<file path="config.mk">
export PLATFORM = sky130hd
export DESIGN_NAME = lphi_queue
export DESIGN_NICKNAME = d
export VERILOG_FILES = /design/src/sv/lphi_pkg.sv /design/src/sv/lphi_queue.sv
export SDC_FILE = /design/constraint.sdc
export NUM_CORES = 1
export LEC_CHECK = 0
export BUFFER_PORTS_ARGS = -buffer_cell sky130_fd_sc_hd__buf_2
export CORE_ASPECT_RATIO = 1.1
export CORE_UTILIZATION = 40
export CTS_BUF_LIST = sky130_fd_sc_hd__clkbuf_8 sky130_fd_sc_hd__clkbuf_16
export CTS_CLUSTER_DIAMETER = 120
export DETAILED_ROUTE_END_ITERATION = 10
export GPL_TIMING_DRIVEN = 0
export PLACE_DENSITY_LB_ADDON = 0.08
export SYNTH_ARGS = -nofsm -noshare
export SYNTH_HDL_FRONTEND = slang
export SYNTH_SLANG_ARGS = --single-unit
</file>
<file path="constraint.sdc">
create_clock -name clk -period 16 [get_ports clk]
set_input_delay 0 -clock clk [delete_from_list [all_inputs] [get_ports clk]]
set_output_delay 0 -clock clk [all_outputs]
set_load 0.02 [all_outputs]
</file>
<file path="src/sv/lphi_pkg.sv">
// ============================================================================
// lphi_pkg: shared types and constants of the linear probe hash index
// Request and status codes, hash constants, and the records that pass
// between the hash front end, the request queue and the probe engine.
// ============================================================================
package lphi_pkg;

  // Field widths
  localparam int KEY_W    = 64;
  localparam int WORD_W   = 32;
  localparam int REQ_W    = 2;
  localparam int STATUS_W = 3;
  localparam int IDX_W    = 12;
  localparam int CAP_W    = 4;
  localparam int APB_AW   = 3;
  localparam int APB_DW   = 32;

  // Capacity register reset value and its register index
  localparam logic [CAP_W-1:0] CAP_RESET   = 4'd12;
  localparam logic             CFG_REG_CAP = 1'b0;

  // Occupancy stamp width; a wrap of the stamp forces a clearing sweep
  localparam int EPOCH_W = 8;

  // Request queue depth
  localparam int Q_DEPTH = 2;
  localparam int Q_PTR_W = 1;
  localparam int Q_CNT_W = 2;

  // Murmur3 64-bit finalizer constants
  localparam logic [KEY_W-1:0] FMIX_C1    = 64'hff51afd7ed558ccd;
  localparam logic [KEY_W-1:0] FMIX_C2    = 64'hc4ceb9fe1a85ec53;
  localparam int               FMIX_SHIFT = 33;

  // Request codes
  localparam logic [REQ_W-1:0] REQ_CLEAR  = 2'd0;
  localparam logic [REQ_W-1:0] REQ_INSERT = 2'd1;
  localparam logic [REQ_W-1:0] REQ_LOOKUP = 2'd2;

  // Result status codes
  typedef enum logic [STATUS_W-1:0] {
    ST_CLEARED   = 3'd0,
    ST_INSERTED  = 3'd1,
    ST_FOUND     = 3'd2,
    ST_NOT_FOUND = 3'd3,
    ST_DUPLICATE = 3'd4,
    ST_FULL      = 3'd5
  } status_t;

  // Three payload words kept with a key
  typedef struct packed {
    logic [WORD_W-1:0] payload_offset;
    logic [WORD_W-1:0] row_offset;
    logic [WORD_W-1:0] map_len;
  } payload_t;

  // Classified request handed from the front end to the probe engine
  typedef struct packed {
    logic [REQ_W-1:0] req_type;
    logic [KEY_W-1:0] key;
    logic [KEY_W-1:0] hash;
    payload_t         pay;
  } lphi_req_t;

  // One slot of the table memory
  typedef struct packed {
    logic [EPOCH_W-1:0] stamp;
    logic [KEY_W-1:0]   key;
    payload_t           pay;
  } row_t;

endpackage

</file>
<file path="src/sv/lphi_queue.sv">
// ============================================================================
// lphi_queue: short request queue
// Two-entry FIFO that decouples the hash front end from the probe engine.
// ============================================================================
module lphi_queue (
  input  logic                clk,
  input  logic                rst_n,
  input  logic                push_valid,
  output logic                push_ready,
  input  lphi_pkg::lphi_req_t push_entry,
  output logic                pop_valid,
  input  logic                pop_ready,
  output lphi_pkg::lphi_req_t pop_entry
);

  lphi_pkg::lphi_req_t               buf_r [lphi_pkg::Q_DEPTH];
  logic [lphi_pkg::Q_PTR_W-1:0]      wr_ptr_r, rd_ptr_r;
  logic [lphi_pkg::Q_CNT_W-1:0]      count_r;
  logic                              do_push;
  logic                              do_pop;

  assign push_ready = (count_r != lphi_pkg::Q_CNT_W'(lphi_pkg::Q_DEPTH));
  assign pop_valid  = (count_r != '0);
  assign pop_entry  = buf_r[rd_ptr_r];
  assign do_push    = push_valid && push_ready;
  assign do_pop     = pop_valid && pop_ready;

  // Advance pointers and occupancy
  always_ff @(posedge clk) begin
    if (!rst_n) begin
      wr_ptr_r <= '0;
      rd_ptr_r <= '0;
      count_r  <= '0;
    end else begin
      if (do_push) begin
        wr_ptr_r <= (wr_ptr_r == lphi_pkg::Q_PTR_W'(lphi_pkg::Q_DEPTH - 1)) ? '0
                                                                               : wr_ptr_r + 1'b1;
      end
      if (do_pop) begin
        rd_ptr_r <= (rd_ptr_r == lphi_pkg::Q_PTR_W'(lphi_pkg::Q_DEPTH - 1)) ? '0
                                                                               : rd_ptr_r + 1'b1;
      end
      case ({do_push, do_pop})
        2'b10:   count_r <= count_r + 1'b1;
        2'b01:   count_r <= count_r - 1'b1;
        default: count_r <= count_r;
      endcase
    end
  end

  // Store the pushed entry
  always_ff @(posedge clk) begin
    if (do_push) begin
      buf_r[wr_ptr_r] <= push_entry;
    end
  end

endmodule

</file>
==> results.toml <==
[status]
outcome = "finished, final reports clean"

[critical_path]
crit_family = "simple AND/OR/NAND/NOR gates"
crit_buf_inv = 2
crit_path_end_kind = "flip-flop"
arrival_ns = 2.51
path_cells = "nand2b_1 > and3_4 > buf_16 > buf_16"
rrSetupSlack_ns = 13.72
cpMostUsedCell = "buf_16"
r2r_cells = 4
cp_max_fo = 58
start_kind = "flip-flop"
cp.depth = 4
critical_path_class = "flip-flop to flip-flop"
cpMaxStageDelayCell = "and3_4"
worst_path_largest_cell_delay_ns = 0.54
crit_required_ns = 16.23

[power_and_ir_drop]
powerDensity_nw_per_um2 = 156
p_leak_nw = 8.90
irDropWorstVdd_mv = 0.102

[synth]
syn_area_um2 = 16600
syn_nets = 958
synth_cells = 727
ys_ff_latch = 457
synth_warnings = 0
synth.distinct_cells = 22
avgSynthCellArea_um2 = 22.9
seq_area_frac_synth_pct = 82.3

[drt]
vias = 9435
viasPerCell = 4.58
drtIter0Drc = 319
post_drt_wl_per_cell_um = 18.1
firstDrtPassIters = 4
drc = 0
wirelength_um = 37400
final_antenna_net_count = 0

[timing]
fin_skew_ns = 0.0159
max_freq_mhz = 439
worst_pin_slew_ns = 0.628
hold_viol_final = 0
finalSetupViolations = 0
rsz0062_at_grt = "no"
fin_crit_sh_pct = 14.2
setup-tns-final_ns = 0
maxSlewViolCount = 0
slew_headroom_pct = 58.2
period_minus_slack_ns = 2.28
hold_slack_ns = 0.141

[clock_tree]
cts_tree = "done"
clockBufferDepth = 3
cts_resized = 0
worstSkewPairLatency_ns = 0.57
ctsHoldBuffers = 230
cts_setup_buffers = 0
cts.sinks = 457
cts_buffers = 48
cts_root_buf = "clkbuf_16"
path_clk_slew_ns = 0.06
cts.htree.levels = 2

[global_routing]
gr-usage-met3_pct = 6.31
busiest_layer = "met2"
grt_pass1_vias = 10098
met1_usage_pct = 18.8
grt_pass1_wl_um = 56000
antenna_found_initial = 3
grt_use_total_pct = 17.5
grt_max_degree = 105
grt_overflow = 0
grt_use_met2_pct = 31.0

[layout]
final_cell_area_um2 = 23500
syn_to_final_growth_pct = 41.6
post-route-util_pct = 58.0
layout_commonest_cell = "buf_2"
drive_above_1_share_pct = 51.9
regArea_um2 = 13700
final_nets = 1701
final_cell_mix = "buf_2 (465), edfxtp_1 (452), dlygate4sd3_1 (230), mux2_2 (216), clkbuf_16 (49)"
fillCellCount = 3218
multiInputGateArea_um2 = 2720

[die]
dieWidth_um = 196
num_rows = 77
die_h_um = 216
core-area_um2 = 40600
dieArea_um2 = 42400
ioPinCount = 458
initial_core_util_pct = 41.0

[placement]
gp_congestion = 0.726
numPortBuffers = 457
placed_area_um2 = 19800
dp_hpwl_um = 24500

[job]
maxCapViolations = 0

[hold_path]
hp-class = "input port to flip-flop"
whs_path_depth = 2
==> power by group <==
group	internal, mW	switching [mW]	total [mW]
registers	1.51	0.0320	1.54
clock network	0.584	0.436	1.02
logic	0.462	0.654	1.12
total	2.56	1.12	3.68
==> sequential cells by signal, indices dropped and copies added, names as in the netlist, named ones only <==
register / count
wr_ptr_r: 1
buf_r: 452
rd_ptr_r: 1
count_r: 2
==> layout make-up <==
cell class,count,share of cell area [%]
repair buffers,693,20.2
well taps,553,2.94
diodes,2,0.0213
plain buffers,25,0.984
inverters,1,0.0479
flip-flops and latches,457,58.1
clock inverters,37,0.936
multi-input cells,244,11.6
clock buffers,49,5.21
==> cells in the mapped netlist (all sizes together) <==
| master | instances | area [um^2] |
|---|---|---|
| o21a | 1 | 7.51 |
| and2 | 1 | 6.26 |
| nand2b | 1 | 6.26 |
| o21ai | 1 | 5.00 |
| nor2b | 2 | 12.5 |
| a21bo | 1 | 10.0 |
| and3 | 1 | 6.26 |
| inv | 1 | 3.75 |
| edfxtp | 452 | 13600 |
| or3 | 1 | 6.26 |
| mux2 | 226 | 2580 |
| ha | 1 | 12.5 |
| nand2 | 1 | 3.75 |
| dfxtp | 5 | 100 |
| a21boi | 2 | 15.0 |
| nand3b | 1 | 7.51 |
| buf | 25 | 231 |
| xnor2 | 3 | 26.3 |
| or2 | 1 | 6.26 |
==> through the flow <==
stage,instances,worst slack [ns],total power [mW]
4_1_cts,2059,13.70,3.74
6_report,2061,13.72,3.68
2_1_floorplan,727,9.44,2.31
3_5_place_dp,1743,13.72,2.65
5_1_grt,2061,13.61,3.84
3_3_place_gp,1737,6.02,2.70
==> per-layer routing <==
metal / routed length, um / share of wire (%)
met5: 13 / 0.035
met4: 1100 / 2.9
met3: 3310 / 8.9
met2: 19200 / 51
met1: 13700 / 37
==> final timing paths <==
path / from / to
hold reg to reg: count_r[1] / count_r[1]
hold / removal: push_entry[50] / buf_r[1][50]
setup / recovery: count_r[0] / buf_r[1][98]
setup reg to reg: count_r[0] / buf_r[1][98]
==> logic make-up (layout without fill, tap and decap cells) <==
family	Yosys count	after routing	share of synthesized area (%)
simple gates	9	9	0.331
flops	457	457	82.3
buf+inv	26	805	1.42
fa+ha+maj	1	1	0.0753
mux	226	226	15.5
xor+xnor	3	3	0.158
other cells	0	2	0
compound gates	5	5	0.226
==> worst reg2reg max path, stage by stage, from the launching register on <==
cell,delay [ns]
dfxtp_1,0.42
nand2b_1,0.24
and3_4,0.55
buf_16,0.32
buf_16,0.33
(Power assumes the default switching activity.)
