## config.mk

```make
export PLATFORM = sky130hd
export DESIGN_NAME = lphi_front
export DESIGN_NICKNAME = d
export VERILOG_FILES = /design/src/sv/lphi_pkg.sv /design/src/sv/lphi_front.sv
export SDC_FILE = /design/constraint.sdc
export NUM_CORES = 2
export LEC_CHECK = 0
export ABC_AREA = 0
export BUFFER_PORTS_ARGS = -buffer_cell sky130_fd_sc_hd__buf_4
export CAP_MARGIN = 15
export CELL_PAD_IN_SITES_DETAIL_PLACEMENT = 0
export CELL_PAD_IN_SITES_GLOBAL_PLACEMENT = 1
export CORE_AREA = 2 2 426 428
export DETAILED_ROUTE_END_ITERATION = 6
export DIE_AREA = 0 0 428 430
export HOLD_SLACK_MARGIN = 0.05
export PLACE_DENSITY_LB_ADDON = 0.1
export SYNTH_ARGS = -nofsm -noshare
export SYNTH_HDL_FRONTEND = slang
export SYNTH_SLANG_ARGS = --single-unit
```

## constraint.sdc

```tcl
create_clock -name clk -period 9.6 [get_ports clk]
set_input_delay 0.96 -clock clk [delete_from_list [all_inputs] [get_ports clk]]
set_output_delay 0.96 -clock clk [all_outputs]
set_load 0.05 [all_outputs]
```

## src/sv/lphi_pkg.sv

```systemverilog
// ============================================================================
// lphi_pkg: shared types and constants of the linear probe hash index
// Request and status codes, hash constants, and the records that pass
// between the hash front end, the request queue and the probe engine.
// ============================================================================
package lphi_pkg;

  // Field widths
  localparam int KEY_W    = 64;
  localparam int WORD_W   = 32;
  localparam int REQ_W    = 2;
  localparam int STATUS_W = 3;
  localparam int IDX_W    = 12;
  localparam int CAP_W    = 4;
  localparam int APB_AW   = 3;
  localparam int APB_DW   = 32;

  // Capacity register reset value and its register index
  localparam logic [CAP_W-1:0] CAP_RESET   = 4'd12;
  localparam logic             CFG_REG_CAP = 1'b0;

  // Occupancy stamp width; a wrap of the stamp forces a clearing sweep
  localparam int EPOCH_W = 8;

  // Request queue depth
  localparam int Q_DEPTH = 2;
  localparam int Q_PTR_W = 1;
  localparam int Q_CNT_W = 2;

  // Murmur3 64-bit finalizer constants
  localparam logic [KEY_W-1:0] FMIX_C1    = 64'hff51afd7ed558ccd;
  localparam logic [KEY_W-1:0] FMIX_C2    = 64'hc4ceb9fe1a85ec53;
  localparam int               FMIX_SHIFT = 33;

  // Request codes
  localparam logic [REQ_W-1:0] REQ_CLEAR  = 2'd0;
  localparam logic [REQ_W-1:0] REQ_INSERT = 2'd1;
  localparam logic [REQ_W-1:0] REQ_LOOKUP = 2'd2;

  // Result status codes
  typedef enum logic [STATUS_W-1:0] {
    ST_CLEARED   = 3'd0,
    ST_INSERTED  = 3'd1,
    ST_FOUND     = 3'd2,
    ST_NOT_FOUND = 3'd3,
    ST_DUPLICATE = 3'd4,
    ST_FULL      = 3'd5
  } status_t;

  // Three payload words kept with a key
  typedef struct packed {
    logic [WORD_W-1:0] payload_offset;
    logic [WORD_W-1:0] row_offset;
    logic [WORD_W-1:0] map_len;
  } payload_t;

  // Classified request handed from the front end to the probe engine
  typedef struct packed {
    logic [REQ_W-1:0] req_type;
    logic [KEY_W-1:0] key;
    logic [KEY_W-1:0] hash;
    payload_t         pay;
  } lphi_req_t;

  // One slot of the table memory
  typedef struct packed {
    logic [EPOCH_W-1:0] stamp;
    logic [KEY_W-1:0]   key;
    payload_t           pay;
  } row_t;

endpackage

```

## src/sv/lphi_front.sv

```systemverilog
// ============================================================================
// lphi_front: request intake and key hashing
// Takes one request, runs the 64-bit finalizer on the key of an insert or
// lookup with a shared bank of 32x32 partial products (two multiply/mix
// rounds), and pushes the classified request into the queue.
// ============================================================================
module lphi_front (
  input  logic                                clk,
  input  logic                                rst_n,
  input  logic                                hold,
  input  logic                                in_valid,
  output logic                                in_stall,
  input  logic [lphi_pkg::REQ_W-1:0]          in_req_type,
  input  logic [lphi_pkg::KEY_W-1:0]          in_key,
  input  logic [lphi_pkg::WORD_W-1:0]         in_payload_offset,
  input  logic [lphi_pkg::WORD_W-1:0]         in_row_offset,
  input  logic [lphi_pkg::WORD_W-1:0]         in_entry_bitmap_len,
  output logic                                push_valid,
  input  logic                                push_ready,
  output lphi_pkg::lphi_req_t                 push_entry
);

  typedef enum logic [1:0] {
    F_IDLE,
    F_MUL,
    F_MIX,
    F_PUSH
  } fstate_t;

  fstate_t state_r, state_nxt;
  logic    pass_r, pass_nxt;

  logic [lphi_pkg::KEY_W-1:0]  v_r, v_nxt;
  logic [lphi_pkg::KEY_W-1:0]  p0_r, p0_nxt;
  logic [lphi_pkg::WORD_W-1:0] p1_r, p1_nxt;
  logic [lphi_pkg::WORD_W-1:0] p2_r, p2_nxt;
  logic [lphi_pkg::REQ_W-1:0]  req_r, req_nxt;
  logic [lphi_pkg::KEY_W-1:0]  key_r, key_nxt;
  lphi_pkg::payload_t          pay_r, pay_nxt;

  logic [lphi_pkg::KEY_W-1:0]  mul_c;
  logic [lphi_pkg::KEY_W-1:0]  prod0;
  logic [lphi_pkg::KEY_W-1:0]  prod1;
  logic [lphi_pkg::KEY_W-1:0]  prod2;
  logic [lphi_pkg::KEY_W-1:0]  mix;
  logic                        can_take;
  logic                        take;

  // Accept when not held and either idle or the finished request leaves this cycle
  assign can_take = !hold && ((state_r == F_IDLE) || ((state_r == F_PUSH) && push_ready));
  assign in_stall = !can_take;
  assign take     = in_valid && can_take;

  // Partial products of the low 64 bits of v times the round constant
  assign mul_c = pass_r ? lphi_pkg::FMIX_C2 : lphi_pkg::FMIX_C1;
  assign prod0 = v_r[31:0]  * mul_c[31:0];
  assign prod1 = v_r[63:32] * mul_c[31:0];
  assign prod2 = v_r[31:0]  * mul_c[63:32];
  assign mix   = p0_r + {p1_r + p2_r, 32'b0};

  // Next-state and datapath
  always_comb begin
    state_nxt = state_r;
    pass_nxt  = pass_r;
    v_nxt     = v_r;
    p0_nxt    = p0_r;
    p1_nxt    = p1_r;
    p2_nxt    = p2_r;
    req_nxt   = req_r;
    key_nxt   = key_r;
    pay_nxt   = pay_r;

    case (state_r)
      F_MUL: begin
        p0_nxt    = prod0;
        p1_nxt    = prod1[31:0];
        p2_nxt    = prod2[31:0];
        state_nxt = F_MIX;
      end
      F_MIX: begin
        v_nxt = mix ^ (mix >> lphi_pkg::FMIX_SHIFT);
        if (pass_r) begin
          state_nxt = F_PUSH;
        end else begin
          pass_nxt  = 1'b1;
          state_nxt = F_MUL;
        end
      end
      F_PUSH: begin
        if (push_ready) begin
          state_nxt = F_IDLE;
        end
      end
      default: begin
      end
    endcase

    // Load a new request; clear and unused codes skip the hash
    if (take) begin
      req_nxt                = in_req_type;
      key_nxt                = in_key;
      pay_nxt.payload_offset = in_payload_offset;
      pay_nxt.row_offset     = in_row_offset;
      pay_nxt.map_len        = in_entry_bitmap_len;
      v_nxt                  = in_key ^ (in_key >> lphi_pkg::FMIX_SHIFT);
      pass_nxt               = 1'b0;
      if ((in_req_type == lphi_pkg::REQ_INSERT) || (in_req_type == lphi_pkg::REQ_LOOKUP)) begin
        state_nxt = F_MUL;
      end else begin
        state_nxt = F_PUSH;
      end
    end
  end

  // Hold state and working registers
  always_ff @(posedge clk) begin
    if (!rst_n) begin
      state_r <= F_IDLE;
      pass_r  <= 1'b0;
    end else begin
      state_r <= state_nxt;
      pass_r  <= pass_nxt;
    end
    v_r   <= v_nxt;
    p0_r  <= p0_nxt;
    p1_r  <= p1_nxt;
    p2_r  <= p2_nxt;
    req_r <= req_nxt;
    key_r <= key_nxt;
    pay_r <= pay_nxt;
  end

  assign push_valid          = (state_r == F_PUSH);
  assign push_entry.req_type = req_r;
  assign push_entry.key      = key_r;
  assign push_entry.hash     = v_r;
  assign push_entry.pay      = pay_r;

endmodule

```

==> results.toml <==
[synth]
synth_cells = 5891
yosysTopAreaCell = "fa_1"
synth_edf_count = 354
yosysSeqAreaShare_pct = 17.1
async_flop_share_pct = 0
ys_types = 80
synth-compound-area-share_pct = 6.07
yosys-top-cells-area = "fa_1 (37%), ha_1 (18%), edfxtp_1 (17%)"
muxShareOfSynthArea_pct = 0.0680
synth-main-ff-cell = "edfxtp_1"
syn_area_um2 = 62600
synth_area_per_cell_um2 = 10.6
synth_top_family_by_area = "adder cells"
yosys_warnings = 0
synth_xor_area_share_pct = 5.18
synth-simple-area-share_pct = 5.22
yosysTopAreaCellShare_pct = 37.5
synth_fa_ha_area_share_pct = 55.9
synth_seq_cells = 357

[floorplanning]
initial_core_util_pct = 34.8
core_area_um2 = 180000
die_y_um = 430
die-area_um2 = 184000
num_rows = 156
die_x_um = 428
design.portCount = 395

[clocking]
cts.sinks = 357
cts_tree = "built"
cts_buffers = 46
cts_buffer_depth = 3
cts-root-buf = "clkbuf_16"
clkSlewWorstSetupHoldPaths_ps = 70
h-tree-depth = 2
clock_latency_ps = 640

[routing]
wire_per_inst_um = 28.9
first_pass_iters = 6
ant_nets = 0
vias = 42700
post-route-drc-count = 0
wl_um = 254000
drt-initial-drc-count = 2863
vias_per_cell = 4.86

[cells_and_area]
drive_gt1_share_pct = 11.0
fin_cells = 8795
final_cell_mix = "inv_1 (1,592), fa_1 (1,171), ha_1 (919)"
area_delta_synth_final_pct = 13.5
fin_nets = 8645
stdcell_area_um2 = 71000
final_common_cell = "inv_1"

[grt]
grt_pass1_wl_um = 356000
grt_pass1_vias = 46700
track_usage_pct = 27.7
antenna_found_initial = 7
gr-total-overflow = 0
grt_max_degree = 114

[critical_path]
slowest_delay_ps = 830
cp.required_ps = 9970
worst_ep_arrival_time_ps = 9560
start_kind = "register"
cp_slowest_cell = "a2111oi_1"
crit_path_end_kind = "register"
worstPathMaxFanout = 6
crit_type = "reg -> reg"

[placement]
place_area_um2 = 69300
io_buffers = 394
place.gp.congestion = 0.985
place_inst = 8697
place_hpwl_um = 223000
detailedPlace.worstSlack_ps = -201

[sta]
worst_pin_slew_ps = 1280
period_share_pct = 95.7
final_max_slew_viol_count = 0
timing.final.hold_violations = 0
setup_viol = 0
fin_skew_ps = 25.4
fin_ws_ps = 410
min_period_ps = 9190
max_freq_mhz = 109
rsz0062_at_grt = "false"
tns_ps = 0
max_slew_margin_pct = 13.6

[worst_hold_path]
hold_class = "in -> reg"

[job]
cap_violations = 0

[status]
status = "complete, no violations"
-- synthesized netlist by cell type, types with 4 or more instances --
cell type and n:
or3_1 6, a2111oi_0 5, a31oi_1 15, xnor2_1 267, o2111ai_1 5, and2_1 18
or2_2 35, nand4_1 22, ha_1 920, or4_1 4, and4_1 6, and3_1 13
nand3_1 35, edfxtp_1 354, o21bai_1 25, a21boi_0 4, nor2_1 187, clkbuf_1 124
a21o_1 112, fa_1 1171, nand2b_1 26, o31ai_1 11, xor2_1 103, o21ai_1 6
nor4_1 5, nand2_1 289, o22ai_1 6, o21a_1 31, a21oi_1 167, a211o_1 4
inv_1 1593, clkinv_1 7, a311oi_1 5, a31o_2 4, o21ai_0 143, a211oi_1 21
nor2b_1 31, buf_1 14, nor3_1 30, o211ai_1 7
-- area by class of cell --
cell class / count / area (um^2)
Fill cell: 17900 / 109000
Inverter: 1602 / 6020
Timing Repair Buffer: 577 / 4360
Clock inverter: 33 / 365
Multi-Input combinational cell: 3803 / 45400
Tap cell: 2370 / 2970
Antenna cell: 1 / 2.50
Clock buffer: 52 / 1190
Sequential cell: 357 / 10700
-- through the flow --
step / util (%) / hold slack [ps]
after global routing: 39.5 / 466
after detailed placement: 38.6 / 583
after CTS: 39.5 / 448
after global placement: 38.6 / 573
final: 39.5 / 504
after floorplan: - / 491
-- cell families after synthesis --
family                   Yosys count
AND/OR/NAND/NOR                  719
buffers and inverters           1745
flip-flops                       357
XOR/XNOR                         370
other                              2
multiplexers                       4
AO/OA/AOI/OAI                    603
adder cells (fa/ha/maj)         2091
-- timing repair --
action / 4_1_cts / 5_1_grt
buffers inserted: 8 / 4
hold buffers: 0 / 0
gates resized for setup: 0 / 2
pin swaps: 0 / 0
setup endpoints to repair: 1 / 5
-- state kept, by name, indices dropped and copies added, names as in the netlist --
register / count
p2_r: 32
key_r: 64
state_r: 2
p1_r: 32
req_r: 2
pass_r: 1
p0_r: 64
push_entry: 96
v_r: 64
-- critical path: cells and delay by family (launching register included) --
kind / cells / cell delay (ps)
buf+inv: 7 / 1320
xor+xnor: 1 / 100
compound gates: 7 / 2140
flops: 1 / 700
fa+ha+maj: 9 / 3890
simple gates: 4 / 770
-- path summary, 6_finish.rpt --
| path | startpoint | endpoint | slack [ps] | cells past startpoint |
|---|---|---|---|---|
| hold / removal | in_entry_bitmap_len[31] | push_entry[31] | 500 | 1 |
| hold reg to reg | state_r[0] | state_r[0] | 590 | 2 |
| setup reg to reg | v_r[12] | p0_r[58] | 410 | 28 |
| setup / recovery | v_r[12] | p0_r[58] | 410 | 28 |
-- per-layer routing --
layer  GRT usage (%)  wire length [um]  share of wire (%)  vias to the layer above
met2            48.6            128000                 50                     1070
met3            2.92             11000                4.3                      247
li1                -                 -                  -                    19300
met4            8.98              9390                3.7                        0
met1            35.8            106000                 42                    22200
met5               0                 0                  0                        -
Power is not shown: default switching activity piles up to over one toggle a cycle in this logic, so the estimate is an artifact.
